### src/design/assert_macros.svh
`ifndef ASSERT_MACROS_SVH
`define ASSERT_MACROS_SVH

// Checks are clocked on i_clk and held off while i_rst_n is low.
`define IMUCAL_ASSERT(label, prop, msg) \
    label: assert property (@(posedge i_clk) disable iff (!i_rst_n) (prop)) \
        else $error(msg);

`define IMUCAL_ASSERT_NEXT(label, ante, cons, msg) \
    label: assert property (@(posedge i_clk) disable iff (!i_rst_n) (ante) |=> (cons)) \
        else $error(msg);

`endif

### src/design/imucal_pkg.sv
`timescale 1ns / 1ps

package imucal_pkg;

    localparam int RAW_W  = 16;
    localparam int FRAC_W = 4;
    localparam int SUM_W  = 26;
    localparam int OFF_W  = 21;
    localparam int CNT_W  = 9;
    localparam int G_W    = 15;
    localparam int APB_W  = 32;
    localparam int S_TDATA_W = 144;
    localparam int M_TDATA_W = 192;

    localparam logic OP_START  = 1'b0;
    localparam logic OP_SAMPLE = 1'b1;

    // register index, taken from paddr[2]
    localparam logic REG_ONE_G = 1'b0;

    localparam logic [G_W-1:0] ONE_G_RESET = 15'd4096;

    typedef logic signed [RAW_W-1:0] t_raw;
    typedef logic signed [SUM_W-1:0] t_sum;
    typedef logic signed [OFF_W-1:0] t_off;

    localparam t_off OUT_MAX = {1'b0, {(OFF_W-1){1'b1}}};
    localparam t_off OUT_MIN = {1'b1, {(OFF_W-1){1'b0}}};

    typedef struct packed {
        logic       start;
        t_raw [2:0] mag;
        t_raw [2:0] gyr;
        t_raw [2:0] acc;
    } t_item;

    typedef struct packed {
        t_item      item;
        logic       active;
        logic       done;
        t_sum [2:0] acc_sum;
        t_sum [2:0] gyr_sum;
        t_off [2:0] mag_off;
    } t_acc_st;

    typedef struct packed {
        t_item      item;
        logic       active;
        logic       done;
        t_off [2:0] acc_off;
        t_off [2:0] gyr_off;
        t_off [2:0] mag_off;
    } t_div_st;

    typedef struct packed {
        logic       done;
        logic       active;
        t_off [8:0] axis;
    } t_res;

endpackage

### src/design/imucal_corr.sv
`timescale 1ns / 1ps
`include "assert_macros.svh"

module imucal_corr (
    input  logic                 i_clk,
    input  logic                 i_rst_n,
    input  logic                 i_valid,
    output logic                 o_ready,
    input  imucal_pkg::t_div_st  i_st,
    output logic                 o_valid,
    input  logic                 i_ready,
    output imucal_pkg::t_res     o_res
);

    localparam int RAW_W  = imucal_pkg::RAW_W;
    localparam int OFF_W  = imucal_pkg::OFF_W;
    localparam int FRAC_W = imucal_pkg::FRAC_W;

    logic                    r_v, adv;
    imucal_pkg::t_res        r_res;
    imucal_pkg::t_off [8:0]  r_off, n_off;
    imucal_pkg::t_raw [8:0]  raw9;
    imucal_pkg::t_off [8:0]  axis;

    function automatic imucal_pkg::t_off sat_sub(input imucal_pkg::t_raw raw,
                                                 input imucal_pkg::t_off off);
        logic [OFF_W:0] diff;
        diff = {{(OFF_W+1-RAW_W-FRAC_W){raw[RAW_W-1]}}, raw, {FRAC_W{1'b0}}}
             - {off[OFF_W-1], off};
        if (diff[OFF_W] != diff[OFF_W-1]) begin
            sat_sub = diff[OFF_W] ? imucal_pkg::OUT_MIN : imucal_pkg::OUT_MAX;
        end else begin
            sat_sub = diff[OFF_W-1:0];
        end
    endfunction

    assign o_ready = !r_v || i_ready;
    assign adv     = i_valid && o_ready;
    assign o_valid = r_v;
    assign o_res   = r_res;

    always_comb begin
        raw9 = {i_st.item.mag, i_st.item.gyr, i_st.item.acc};
        if (i_st.item.start) begin
            n_off = '0;
        end else if (i_st.done) begin
            n_off = {i_st.mag_off, i_st.gyr_off, i_st.acc_off};
        end else begin
            n_off = r_off;
        end
        for (int k = 0; k < 9; k++) begin
            axis[k] = sat_sub(raw9[k], n_off[k]);
        end
    end

    always_ff @(posedge i_clk) begin
        if (!i_rst_n) begin
            r_v   <= 1'b0;
            r_off <= '0;
        end else begin
            if (o_ready) r_v <= i_valid;
            if (adv) r_off <= n_off;
        end
    end

    always_ff @(posedge i_clk) begin
        if (o_ready) begin
            r_res.done   <= i_st.done;
            r_res.active <= i_st.active;
            r_res.axis   <= axis;
        end
    end

    `IMUCAL_ASSERT(a_done_not_active, !(r_v && r_res.done) || !r_res.active,
        "completion beat still flagged calibrating")
    `IMUCAL_ASSERT_NEXT(a_off_hold, !(adv && (i_st.item.start || i_st.done)), $stable(r_off),
        "offsets moved without start or completion")

endmodule

### config.mk
export PLATFORM = sky130hd
export DESIGN_NAME = imucal_corr
export DESIGN_NICKNAME = d
export VERILOG_FILES = /design/src/design/imucal_pkg.sv /design/src/design/imucal_corr.sv
export VERILOG_INCLUDE_DIRS = /design/src /design/src/design
export SDC_FILE = /design/constraint.sdc
export NUM_CORES = 1
export LEC_CHECK = 0
export ABC_AREA = 1
export BUFFER_PORTS_ARGS = -buffer_cell sky130_fd_sc_hd__clkbuf_2
export CAP_MARGIN = 5
export CORE_MARGIN = 2
export CORE_UTILIZATION = 55
export DETAILED_ROUTE_END_ITERATION = 16
export HOLD_SLACK_MARGIN = 0.08
export PLACE_DENSITY = 0.88
export SYNTH_ARGS = -nofsm -noshare
export SYNTH_HDL_FRONTEND = slang
export SYNTH_SLANG_ARGS = --single-unit
### constraint.sdc
create_clock -name i_clk -period 6.89 [get_ports i_clk]
set_input_delay 0.689 -clock i_clk [delete_from_list [all_inputs] [get_ports i_clk]]
set_output_delay 0.689 -clock i_clk [all_outputs]
set_load 0.005 [all_outputs]
# == Word-level counts from Yosys, hierarchy flattened ==
# Index checks and enable logic that the tools add are counted.
# Widths: inputs -> output; s select.
# totals
ramBits,0
wordCells,62
input_bits,340
ff_bits,381
romBits,0
out_inout_bits,193
latchBits,0
memories,0
# classes
bitwise,0
n_eq_ne,9
n_mux,20
n_shift,0
reduce_logical,3
order_cmp,0
n_div,0
n_mul,0
n_addsub,9
# ops
cell,n
$mux 189,2
$mux 21,18
$sub 20x21->22,9
$ne 1x1->1,9
$logic_and 1x1->1,1
$logic_not 1->1,1
$logic_or 1x1->1,1

# == Depth between registers and ports, before layout ==
# depth
ltp_word,5
depth_mapped,23
ltp_nobuf,17

# == Worst setup path before layout ==
# Ideal clock, no wire load.
# synth_path
kind,input to output
start,input port i_ready
end,output port o_ready
path_slack_ns,1.397
n_path_buf,0
t_required_ns,6.201
t_arrival_ns,4.804
cell_stages,2
path_cell_list,inv_1 -> nand2_1
# synth_via
elab_chain_len,1
# synth_rtl
element,line_no,source
from (decl),imucal_corr.sv:11,"input logic i_ready,"
$logic_or 1x1->1,imucal_corr.sv:37,assign o_ready = !r_v || i_ready;
to (decl),imucal_corr.sv:8,"output logic o_ready,"
# Every way passes these cells.

==> impl_results.md <==
* Peak Freq at 236 MHz
* 1st-iter DRT viols at 2571
* GP Congestion at 0.982
* Tightest Pin Transition at 1.00 ns
* Crit. End Element: flip-flop
* Cell with the most instances after synthesis: nand2_1
* Vias at 28584
* Vias in the first global route at 26436
* Cells after Synth at 4003
* Max Cap Viol at 0
* All-Layer GR Usage at 0.333
* Area added between synthesis and finish at 15.7%
* CP most frequent cell: nand2_1
* CTS Hold Buffers Added at 0
* Post-CTS Setup Bufs at 0
* PD cells at 256 nW/um^2
* Detail Route Antenna Nets at 0
* Fin crit share at 0.615
* Fraction of registers with async set/reset at 0
* IO Port Bufs at 532
* Hold Vio Cnt, Final at 0
* Reg-to-Reg Start: r_off[8]
* First-pass GRT wire length at 137 mm
* RSZ-0062 raised after global routing: false
* Post-synth EDFFs at 191
* Largest area contributor in the netlist: edfxtp_1
* Crit Path Max Fanout at 74
* Row count at 81
* Maximum vdd drop at 0.000241 V
* DR pass1 iterations at 8
* Layout cell share with drive strength beyond 1 at 0.158
* Synth warnings at 0
* Hold endpoint: o_res[189]
* Worst-case clock buffer depth at 3
* Worst Hold Class: input port to flip-flop
* Synth cell count leaders: nand2_1, nor2_1, o21ai_0
* #FFs+latches synth at 381
* CTS resizes at 0
* R2r endpoint: o_res[19]
* Die area at 51500 um^2
* Grt total ovfl at 0
* Slowest cell on crit path: buf_4
* Worst reg2reg setup slack at 3.70 ns
* Num CTS Buffers at 44
* Cell family with most CP delay: simple AND/OR/NAND/NOR gates
* Hold Path Cell Cnt at 1
* Prevailing post-synth register cell: edfxtp_1
* Fin area at 31600 um^2
* Clock slew at reported path FFs at 0.05 ns
* Max H-tree Level at 2
* Reg2Reg Depth at 14
* Slew Limit Fails at 0
* Core box area at 49100 um^2
* Clk_lat worst skew at 0.57 ns
* CP max stage delay at 0.65 ns
* Filler cell count at 4447
* Post-DP HPWL at 66.6 mm
* IO Pins at 533
* Die height at 227 um
* Initial core utilization at 0.557
* Hold WS at 0.297 ns
* Unique masters post-synth at 41
* Die width at 227 um
* Final setup fails at 0
* Avg Vias per Cell at 5.56
* Setup Skew at 0.0148 ns
* Post-synthesis cell area at 27300 um^2
* CP Data Arrival Time at 4.53 ns
* Routed wire length at 88.9 mm
* Final Critical Period at 4.24 ns
* Multi-input gate area at 15700 um^2
* Worst path cell trace: buf_6 > buf_4 > nor2_1 > nor2_1 > o21ai_0 > ha_1 > a21oi_1 > nand2_1 > nand2_1 > nand2_1 > a21oi_1 > nand2_1 > nand2_1 > nand3_1 > nand3_1 > nand2_1
* Wire per inst at 17.3 um
* Status: complete, no violations
* Net count after synthesis at 4505
* Sum Neg Setup Slack at 0 ns
* CP Launch Type: input port
* Required time worst endpoint at 7.18 ns
* CTS tree: built
* Placed instance area at 30100 um^2
* Leading post-synthesis cells by cell area: edfxtp_1, nand2_1, dfxtp_1
* Leak pwr at 15.7 nW
* Largest net degree at the start of global routing at 207
* Share of the synthesized area in the top cell type at 0.210
* Storage element area at 9540 um^2
* Count of nets after finishing at 4936
* Root buffer cell: clkbuf_16
* Initial antenna violation count at 23
* Syn avg cell area at 6.83 um^2
* Max_slew headroom at 0.332
* DRC at 0
* Sequential element share of the synthesized area at 0.349
* Crit path buf inv count at 2
* Sink Count at 381
* Tot Pwr at 0.00809 W
* Kind of critical path: input port to flip-flop
* Final core occ at 0.645
* Hold Startpoint: i_st[190]
-- per-stage QoR --
stage,worst slack [ns],instances
after floorplan,1.40,4003
after global placement,2.21,5052
after detailed placement,2.09,5052
after CTS,2.70,5131
after global routing,2.22,5141
final,2.65,5142
-- worst register-to-register path: stages, from the launching register on --
cell	delay, ns
dfxtp_1	0.33
nor2_1	0.05
nor2_1	0.13
o21ai_0	0.13
ha_1	0.39
a21oi_1	0.28
nand2_1	0.12
nand2_1	0.07
nand2_1	0.08
a21oi_1	0.18
nand2_1	0.08
nand2_1	0.08
nand3_1	0.63
nand3_1	0.27
nand2_1	0.08
-- flip-flops by register name, summed over array words and instances (netlist names) --
name	flops
o_valid	1
o_res	191
r_off	189
-- logic make-up (layout without fill, tap and decap cells) --
group / after synthesis / in the layout / share of synthesized area
compound gates: 809 / 809 / 0.156
xor+xnor: 97 / 97 / 0.0311
fa+ha+maj: 162 / 162 / 0.0741
buf+inv: 504 / 968 / 0.0783
flops: 381 / 381 / 0.349
other cells: 0 / 11 / 0
simple gates: 2050 / 2050 / 0.312
-- metal layers --
metal | up-vias | part of all wire | GRT usage
met5 | - | 0.0018 | 0
met4 | 24 | 0.047 | 0.155
met3 | 246 | 0.086 | 0.0613
met2 | 1321 | 0.45 | 0.540
met1 | 12943 | 0.41 | 0.432
li1 | 14050 | - | -
-- power by group --
group	switching, W	internal (W)
clock	0.000981	0.00141
combinational	0.00162	0.000948
sequential	0.000211	0.00292
total	0.00282	0.00528
-- cells in the final DEF, fill, tap and decap left out, drive strengths merged --
master	n
nand2	1110
nor2	589
clkbuf	586
o21ai	392
a21oi	346
inv	345
nand3	234
edfxtp	191
dfxtp	190
ha	162
xor2	57
o21bai	45
xnor2	40
nor3	40
nand3b	24
nand4	23
buf	15
a21o	14
clkinv	14
or2	13
diode	11
and2	9
a31oi	9
nor4	8
clkinvlp	4
bufinv	4
o21a	2
a21boi	1
-- how the worst max path moves through the flow --
stage,depth (start not counted),to,slack [ns],from
floorplan,2,o_ready,1.40,i_ready
global placement,15,o_res[80],2.21,i_st[189]
detailed placement,16,o_res[19],2.09,i_st[189]
CTS,16,o_res[19],2.70,i_st[189]
global route,16,o_res[19],2.22,i_st[189]
finish,16,o_res[19],2.65,i_st[189]
-- layout make-up --
class / count / share of cell area
multi-input combinational: 3118 / 0.496
sequential: 381 / 0.302
timing repair buffer: 544 / 0.0884
inverter: 345 / 0.0411
clock buffer: 57 / 0.0389
tap: 664 / 0.0263
clock inverter: 22 / 0.00708
antenna: 11 / 0.000870
Power figures use the tool's default switching activity.
