==> config.mk <==
export PLATFORM = sky130hd
export DESIGN_NAME = imucal_accum
export DESIGN_NICKNAME = d
export VERILOG_FILES = /design/src/design/imucal_pkg.sv /design/src/design/imucal_accum.sv
export VERILOG_INCLUDE_DIRS = /design/src /design/src/design
export SDC_FILE = /design/constraint.sdc
export NUM_CORES = 2
export LEC_CHECK = 0
export BUFFER_PORTS_ARGS = -buffer_cell sky130_fd_sc_hd__buf_2
export CAP_MARGIN = 10
export CORE_ASPECT_RATIO = 0.6
export CORE_MARGIN = 1.5
export CORE_UTILIZATION = 58
export DETAILED_ROUTE_END_ITERATION = 7
export PLACE_DENSITY = 0.81
export SYNTH_ARGS = -nofsm -noshare
export SYNTH_HDL_FRONTEND = slang
export SYNTH_SLANG_ARGS = --single-unit
export TNS_END_PERCENT = 10
==> constraint.sdc <==
create_clock -name i_clk -period 19.1 [get_ports i_clk]
set_input_delay 3.82 -clock i_clk [delete_from_list [all_inputs] [get_ports i_clk]]
set_output_delay 3.82 -clock i_clk [all_outputs]
set_load 0.05 [all_outputs]
==> src/design/assert_macros.svh <==
`ifndef ASSERT_MACROS_SVH
`define ASSERT_MACROS_SVH

// Checks are clocked on i_clk and held off while i_rst_n is low.
`define IMUCAL_ASSERT(label, prop, msg) \
    label: assert property (@(posedge i_clk) disable iff (!i_rst_n) (prop)) \
        else $error(msg);

`define IMUCAL_ASSERT_NEXT(label, ante, cons, msg) \
    label: assert property (@(posedge i_clk) disable iff (!i_rst_n) (ante) |=> (cons)) \
        else $error(msg);

`endif

==> src/design/imucal_pkg.sv <==
`timescale 1ns / 1ps

package imucal_pkg;

    localparam int RAW_W  = 16;
    localparam int FRAC_W = 4;
    localparam int SUM_W  = 26;
    localparam int OFF_W  = 21;
    localparam int CNT_W  = 9;
    localparam int G_W    = 15;
    localparam int APB_W  = 32;
    localparam int S_TDATA_W = 144;
    localparam int M_TDATA_W = 192;

    localparam logic OP_START  = 1'b0;
    localparam logic OP_SAMPLE = 1'b1;

    // register index, taken from paddr[2]
    localparam logic REG_ONE_G = 1'b0;

    localparam logic [G_W-1:0] ONE_G_RESET = 15'd4096;

    typedef logic signed [RAW_W-1:0] t_raw;
    typedef logic signed [SUM_W-1:0] t_sum;
    typedef logic signed [OFF_W-1:0] t_off;

    localparam t_off OUT_MAX = {1'b0, {(OFF_W-1){1'b1}}};
    localparam t_off OUT_MIN = {1'b1, {(OFF_W-1){1'b0}}};

    typedef struct packed {
        logic       start;
        t_raw [2:0] mag;
        t_raw [2:0] gyr;
        t_raw [2:0] acc;
    } t_item;

    typedef struct packed {
        t_item      item;
        logic       active;
        logic       done;
        t_sum [2:0] acc_sum;
        t_sum [2:0] gyr_sum;
        t_off [2:0] mag_off;
    } t_acc_st;

    typedef struct packed {
        t_item      item;
        logic       active;
        logic       done;
        t_off [2:0] acc_off;
        t_off [2:0] gyr_off;
        t_off [2:0] mag_off;
    } t_div_st;

    typedef struct packed {
        logic       done;
        logic       active;
        t_off [8:0] axis;
    } t_res;

endpackage

==> src/design/imucal_accum.sv <==
`timescale 1ns / 1ps
`include "assert_macros.svh"

module imucal_accum #(
    parameter int CAL_SAMPLES = 300
) (
    input  logic                          i_clk,
    input  logic                          i_rst_n,
    input  logic [imucal_pkg::G_W-1:0]    i_one_g,
    input  logic                          i_valid,
    output logic                          o_ready,
    input  imucal_pkg::t_item             i_item,
    output logic                          o_valid,
    input  logic                          i_ready,
    output imucal_pkg::t_acc_st           o_st
);

    localparam int RAW_W = imucal_pkg::RAW_W;
    localparam int SUM_W = imucal_pkg::SUM_W;
    localparam int CNT_W = imucal_pkg::CNT_W;
    localparam int G_W   = imucal_pkg::G_W;

    logic                     r_v;
    imucal_pkg::t_acc_st      r_st;
    imucal_pkg::t_sum [2:0]   r_acc_sum, n_acc_sum;
    imucal_pkg::t_sum [2:0]   r_gyr_sum, n_gyr_sum;
    imucal_pkg::t_raw [2:0]   r_max, n_max;
    imucal_pkg::t_raw [2:0]   r_min, n_min;
    logic [CNT_W-1:0]         r_cnt, n_cnt;
    logic                     r_active, n_active, n_done;
    logic                     fire;
    logic [2:0][RAW_W:0]      acc_in;
    logic [2:0][RAW_W:0]      mag_mid;

    assign o_ready = !r_v || i_ready;
    assign fire    = i_valid && o_ready;
    assign o_valid = r_v;
    assign o_st    = r_st;

    always_comb begin
        acc_in[0] = {i_item.acc[0][RAW_W-1], i_item.acc[0]};
        acc_in[1] = {i_item.acc[1][RAW_W-1], i_item.acc[1]};
        acc_in[2] = {i_item.acc[2][RAW_W-1], i_item.acc[2]}
                  - {{(RAW_W+1-G_W){1'b0}}, i_one_g};

        n_acc_sum = r_acc_sum;
        n_gyr_sum = r_gyr_sum;
        n_max     = r_max;
        n_min     = r_min;
        n_cnt     = r_cnt;
        n_active  = r_active;
        n_done    = 1'b0;

        if (i_item.start) begin
            n_acc_sum = '0;
            n_gyr_sum = '0;
            n_max     = '0;
            n_min     = '0;
            n_cnt     = '0;
            n_active  = 1'b1;
        end else if (r_active) begin
            for (int i = 0; i < 3; i++) begin
                n_acc_sum[i] = r_acc_sum[i]
                             + {{(SUM_W-RAW_W-1){acc_in[i][RAW_W]}}, acc_in[i]};
                n_gyr_sum[i] = r_gyr_sum[i]
                             + {{(SUM_W-RAW_W){i_item.gyr[i][RAW_W-1]}}, i_item.gyr[i]};
                if (r_cnt == '0) begin
                    n_max[i] = i_item.mag[i];
                    n_min[i] = i_item.mag[i];
                end else begin
                    if ($signed(i_item.mag[i]) > $signed(r_max[i])) n_max[i] = i_item.mag[i];
                    if ($signed(i_item.mag[i]) < $signed(r_min[i])) n_min[i] = i_item.mag[i];
                end
            end
            n_cnt = r_cnt + CNT_W'(1);
            if (n_cnt >= CNT_W'(CAL_SAMPLES)) begin
                n_active = 1'b0;
                n_done   = 1'b1;
            end
        end

        for (int i = 0; i < 3; i++) begin
            mag_mid[i] = {n_max[i][RAW_W-1], n_max[i]} + {n_min[i][RAW_W-1], n_min[i]};
        end
    end

    always_ff @(posedge i_clk) begin
        if (!i_rst_n) begin
            r_v       <= 1'b0;
            r_acc_sum <= '0;
            r_gyr_sum <= '0;
            r_max     <= '0;
            r_min     <= '0;
            r_cnt     <= '0;
            r_active  <= 1'b0;
        end else begin
            if (o_ready) begin
                r_v <= i_valid;
            end
            if (fire) begin
                r_acc_sum <= n_acc_sum;
                r_gyr_sum <= n_gyr_sum;
                r_max     <= n_max;
                r_min     <= n_min;
                r_cnt     <= n_cnt;
                r_active  <= n_active;
            end
        end
    end

    always_ff @(posedge i_clk) begin
        if (o_ready) begin
            r_st.item    <= i_item;
            r_st.active  <= n_active;
            r_st.done    <= n_done;
            r_st.acc_sum <= n_acc_sum;
            r_st.gyr_sum <= n_gyr_sum;
            for (int i = 0; i < 3; i++) begin
                // midpoint times 16 is (max + min) * 8
                r_st.mag_off[i] <= {mag_mid[i][RAW_W], mag_mid[i], 3'b000};
            end
        end
    end

    `IMUCAL_ASSERT(a_cnt_bound, r_cnt <= CNT_W'(CAL_SAMPLES), "sample count past run length")
    `IMUCAL_ASSERT_NEXT(a_done_ends_run, fire && n_done,
        (r_cnt == CNT_W'(CAL_SAMPLES)) && !r_active, "run did not close on completion")

endmodule

# After elaboration in Yosys (flattened, before gate mapping)
# Index checks and enable logic that the tools add are counted.
# Widths: inputs -> output; s select.
# totals
out_inout_bits,368
latch_bits,0
mem_count,0
inputBits,164
register_bits,617
ram_bits,0
mem_bits_ro,0
# classes
bitwise,1
mul,0
div_mod_pow,0
eq_ne,0
n_reduce_logical,7
shift,0
order_cmp,7
muxes,26
add_sub_neg,11
# op_table
operator,n
$mux 78,4
$mux 16,12
$mux 48,4
$add 26x26->26,6
$add 16x16->17,3
$gt 16x16->1,3
$lt 16x16->1,3
$mux 9,2
$sub 16x16->17,1
$add 9x1->9 const B,1
$ge 9x9->1 const B,1
$logic_not 9->1,1
$mux 1,4
$reduce_and 2->1,1
$reduce_bool 2->1,1
$reduce_or 2->1,1
$logic_and 1x1->1,1
$logic_not 1->1,1
$logic_or 1x1->1,1
$not 1->1,1

# Logic depth before layout (Yosys ltp)
# depth
ltp_word,6
ltp_mapped,24
mapped_depth_nobuf,22

# Least setup slack after synthesis
# Ideal clock, no wire load.
# synth_timing
path_kind,input port to output port
startpoint,in i_ready
endpoint,out o_ready
arrival_time_ns,12.659
setup_slack_ns,2.621
stages,1
path_cell_list,nand2b_1
# synth_via
elab_chain_len,1
# synth_lines
element,line_no,text
start: declaration,imucal_accum.sv:14,"input logic i_ready,"
$logic_or 1x1->1,imucal_accum.sv:35,assign o_ready = !r_v || i_ready;
end: declaration,imucal_accum.sv:11,"output logic o_ready,"
# No other way between the ends.

==> flow_summary.ini <==
[status]
outcome = completed

[route]
wl_per_cell_um = 21.07
ant_nets = 0
drt_wl_total_mm = 101.1
drt-initial-drc-count = 2985
drcViolationCount = 0
viasPerCell = 6.063
dr.pass1.iters = 7
num_vias = 29102

[placed_design]
place_worst_setup_slack_ns = 9.846
hpwl_mm = 70.51
dpl.cell_count = 4691
place_area_mm2 = 0.03869
finalWeightedCongestion = 0.9430
portBuffers = 522

[hold_path]
min_path_cells = 2
min_path_type = reg2reg
holdPathEnd = r_gyr_sum[77]
hp-start = r_gyr_sum[77]

[clocking]
clock_latency_ns = 0.63
cts_sinks = 617
clockRootBuffer = clkbuf_16
cts_buffer_depth = 3
cts_tree = done
holdBufCountCts = 0
cts_buffers = 57
htree_num_levels = 2
cts.reportedPaths.clkPinSlew_ns = 0.06
ctsResizeCount = 0
post_cts_buffers = 0

[global_route]
antenna_found_initial = 4
overflow = 0
grt_pass1_wl_mm = 156.0
first_global_vias = 27090
grt_max_degree = 155
grt.total_usage = 0.3159

[critical_path]
critPathCaptureType = flop
critPathArrivalTime_ns = 9.19
reg2reg_slack_ns = 13.29
crit_type = in2reg
r2r_start = r_min[29]
r2r-end = o_st[40]
critPathTopFamily = compound AO/OA/AOI/OAI gates
critical_path.slowest_cell = o21a_1
max_stage_delay_ns = 0.87
crit_buf_inv = 1
critPathLaunchType = primary input
path_cells = buf_2 -> ha_1 -> a21o_1 -> a21oi_1 -> nand3_1 -> o221ai_1 -> o21a_1 -> mux2i_1 -> nor2_1 -> ha_1 -> fa_1 -> a21o_1 -> a21oi_1 -> o21ai_0 -> a41o_1 -> nand2_1 -> a21oi_1 -> o21a_1 -> o21a_1 -> o41ai_1
cp.required_ns = 19.52
worst-path-stages = 20
crit_fanout = 16
r2r_cells = 20

[power_and_ir_drop]
clkPwrFrac = 0.352
pwr-share-seq = 0.442
leakagePower_nw = 18.00
ir_drop_v = 0.00006750
power_density_mw_per_mm2 = 83.99
p_comb_frac = 0.206
p_sw_frac = 0.3112
internal-power_w = 0.002351
p_switching_w = 0.001062

[timing]
min_period_ns = 8.774
clock.fmax_mhz = 114.0
slew_headroom = 0.1222
fin_crit_sh = 0.4594
rsz0062_at_grt = false
setup_viol = 0
hold_violations = 0
fin_ws_ns = 10.33
tightest_slew_ns = 1.317
slew_viol_final = 0
fin_skew_ns = 0.01553
hold-worst-slack_ns = 0.4898
tns_ns = 0

[final_layout]
drive_above_1_share = 0.1756
fillCellCount = 4651
nets = 4416
syn2layout_area_growth_pct = 15.06
final_area_mm2 = 0.04065
finalNonFillerCells = 4800

[synthesis]
synth.largest_area_cell = edfxtp_1
synth-warning-count = 0
synth_area_leaders = edfxtp_1, dfxtp_1, ha_1
synthArstFlopShare = 0
synthDominantCellAreaShare = 0.3009
syn_inst = 3464
syn-cell-area_mm2 = 0.03532
synth_edf_count = 354
synth_seq_area_share = 0.4500
synthTopCellsByCount = edfxtp_1, ha_1, dfxtp_1
ys_types = 86
synth.most_common_cell = edfxtp_1
avgSynthCellArea_um2 = 10.20
ys.flop_type = edfxtp_1
synth_seq_cells = 617

[floorplan]
die_area_mm2 = 0.06244
fp.dieH_um = 194.2
coreArea_mm2 = 0.05966
die_w_um = 321.6
num_rows = 69
start_util = 0.5921
pin_count = 532

[run]
maxCapViolations = 0
==> routing by layer <==
metal,global-route usage,part of all wire
met5,0,0
met4,0.08613,0.023
met3,0.05682,0.089
met2,0.4581,0.42
met1,0.4809,0.46
==> state kept, by name, summed over array words and instances (netlist names) <==
register,count
r_gyr_sum,78
r_acc_sum,78
r_min,48
r_cnt,9
o_st,354
r_active,1
r_max,48
o_valid,1
==> kinds of logic after synthesis <==
kind of cell	count (synthesis)	synth area share
AO/OA/AOI/OAI	1001	0.1997
XOR/XNOR	182	0.04513
adder cells (fa/ha/maj)	318	0.1148
buffers and inverters	335	0.03776
flip-flops	617	0.4500
multiplexers	114	0.03234
other	1	0.0001062
AND/OR/NAND/NOR	896	0.1202
==> layout make-up <==
type,count,area (um^2),share of cell area
antenna,4,10.01,0.0002463
clock buffer,77,1634,0.04020
clock inverter,28,309.0,0.007604
inverter,180,675.6,0.01662
multi-input combinational,2520,18190,0.4476
sequential,617,15900,0.3912
tap,816,1021,0.02512
timing repair buffer,558,2904,0.07145
==> how the worst max path moves through the flow <==
stage	start	end	slack (ns)
floorplan	i_ready	o_ready	2.62
global placement	i_item[113]	o_st[40]	10.12
detailed placement	i_item[125]	o_st[40]	9.85
CTS	i_ready	o_ready	10.37
global route	i_item[121]	o_st[40]	9.98
finish	i_item[125]	o_st[40]	10.33
==> stage by stage <==
| stage | power (W) | utilization |
|---|---|---|
| 3_3_place_gp | 0.002219 | 0.6486 |
| 5_1_grt | 0.003529 | 0.6813 |
| 6_report | 0.003414 | 0.6813 |
| 4_1_cts | 0.003419 | 0.6812 |
| 2_1_floorplan | 0.002047 | - |
| 3_5_place_dp | 0.002228 | 0.6486 |
==> worst min-delay path, stage by stage (launching register included) <==
cell     delay (ns)
dfxtp_1        0.33
inv_1          0.05
o21ai_1        0.06
==> layout by cell type (no fill, tap or decap), types with 131 or more instances in the layout <==
master / instances
o21ai_0: 131
a22o_1: 226
ha_1: 308
nand2_1: 256
dfxtp_1: 262
nor2_1: 246
a21oi_1: 217
buf_2: 520
inv_1: 179
edfxtp_1: 354
==> power by group through the flow <==
| stage | combinational, W | sequential [W] | clock [W] |
|---|---|---|---|
| after global placement | 0.000684 | 0.00153 | 0 |
| after detailed placement | 0.000693 | 0.00154 | 0 |
| after floorplan | 0.000291 | 0.00176 | 0 |
| final | 0.000703 | 0.00151 | 0.00120 |
| after global routing | 0.000747 | 0.00151 | 0.00127 |
| after CTS | 0.000697 | 0.00151 | 0.00121 |
Power figures use the tool's default switching activity.
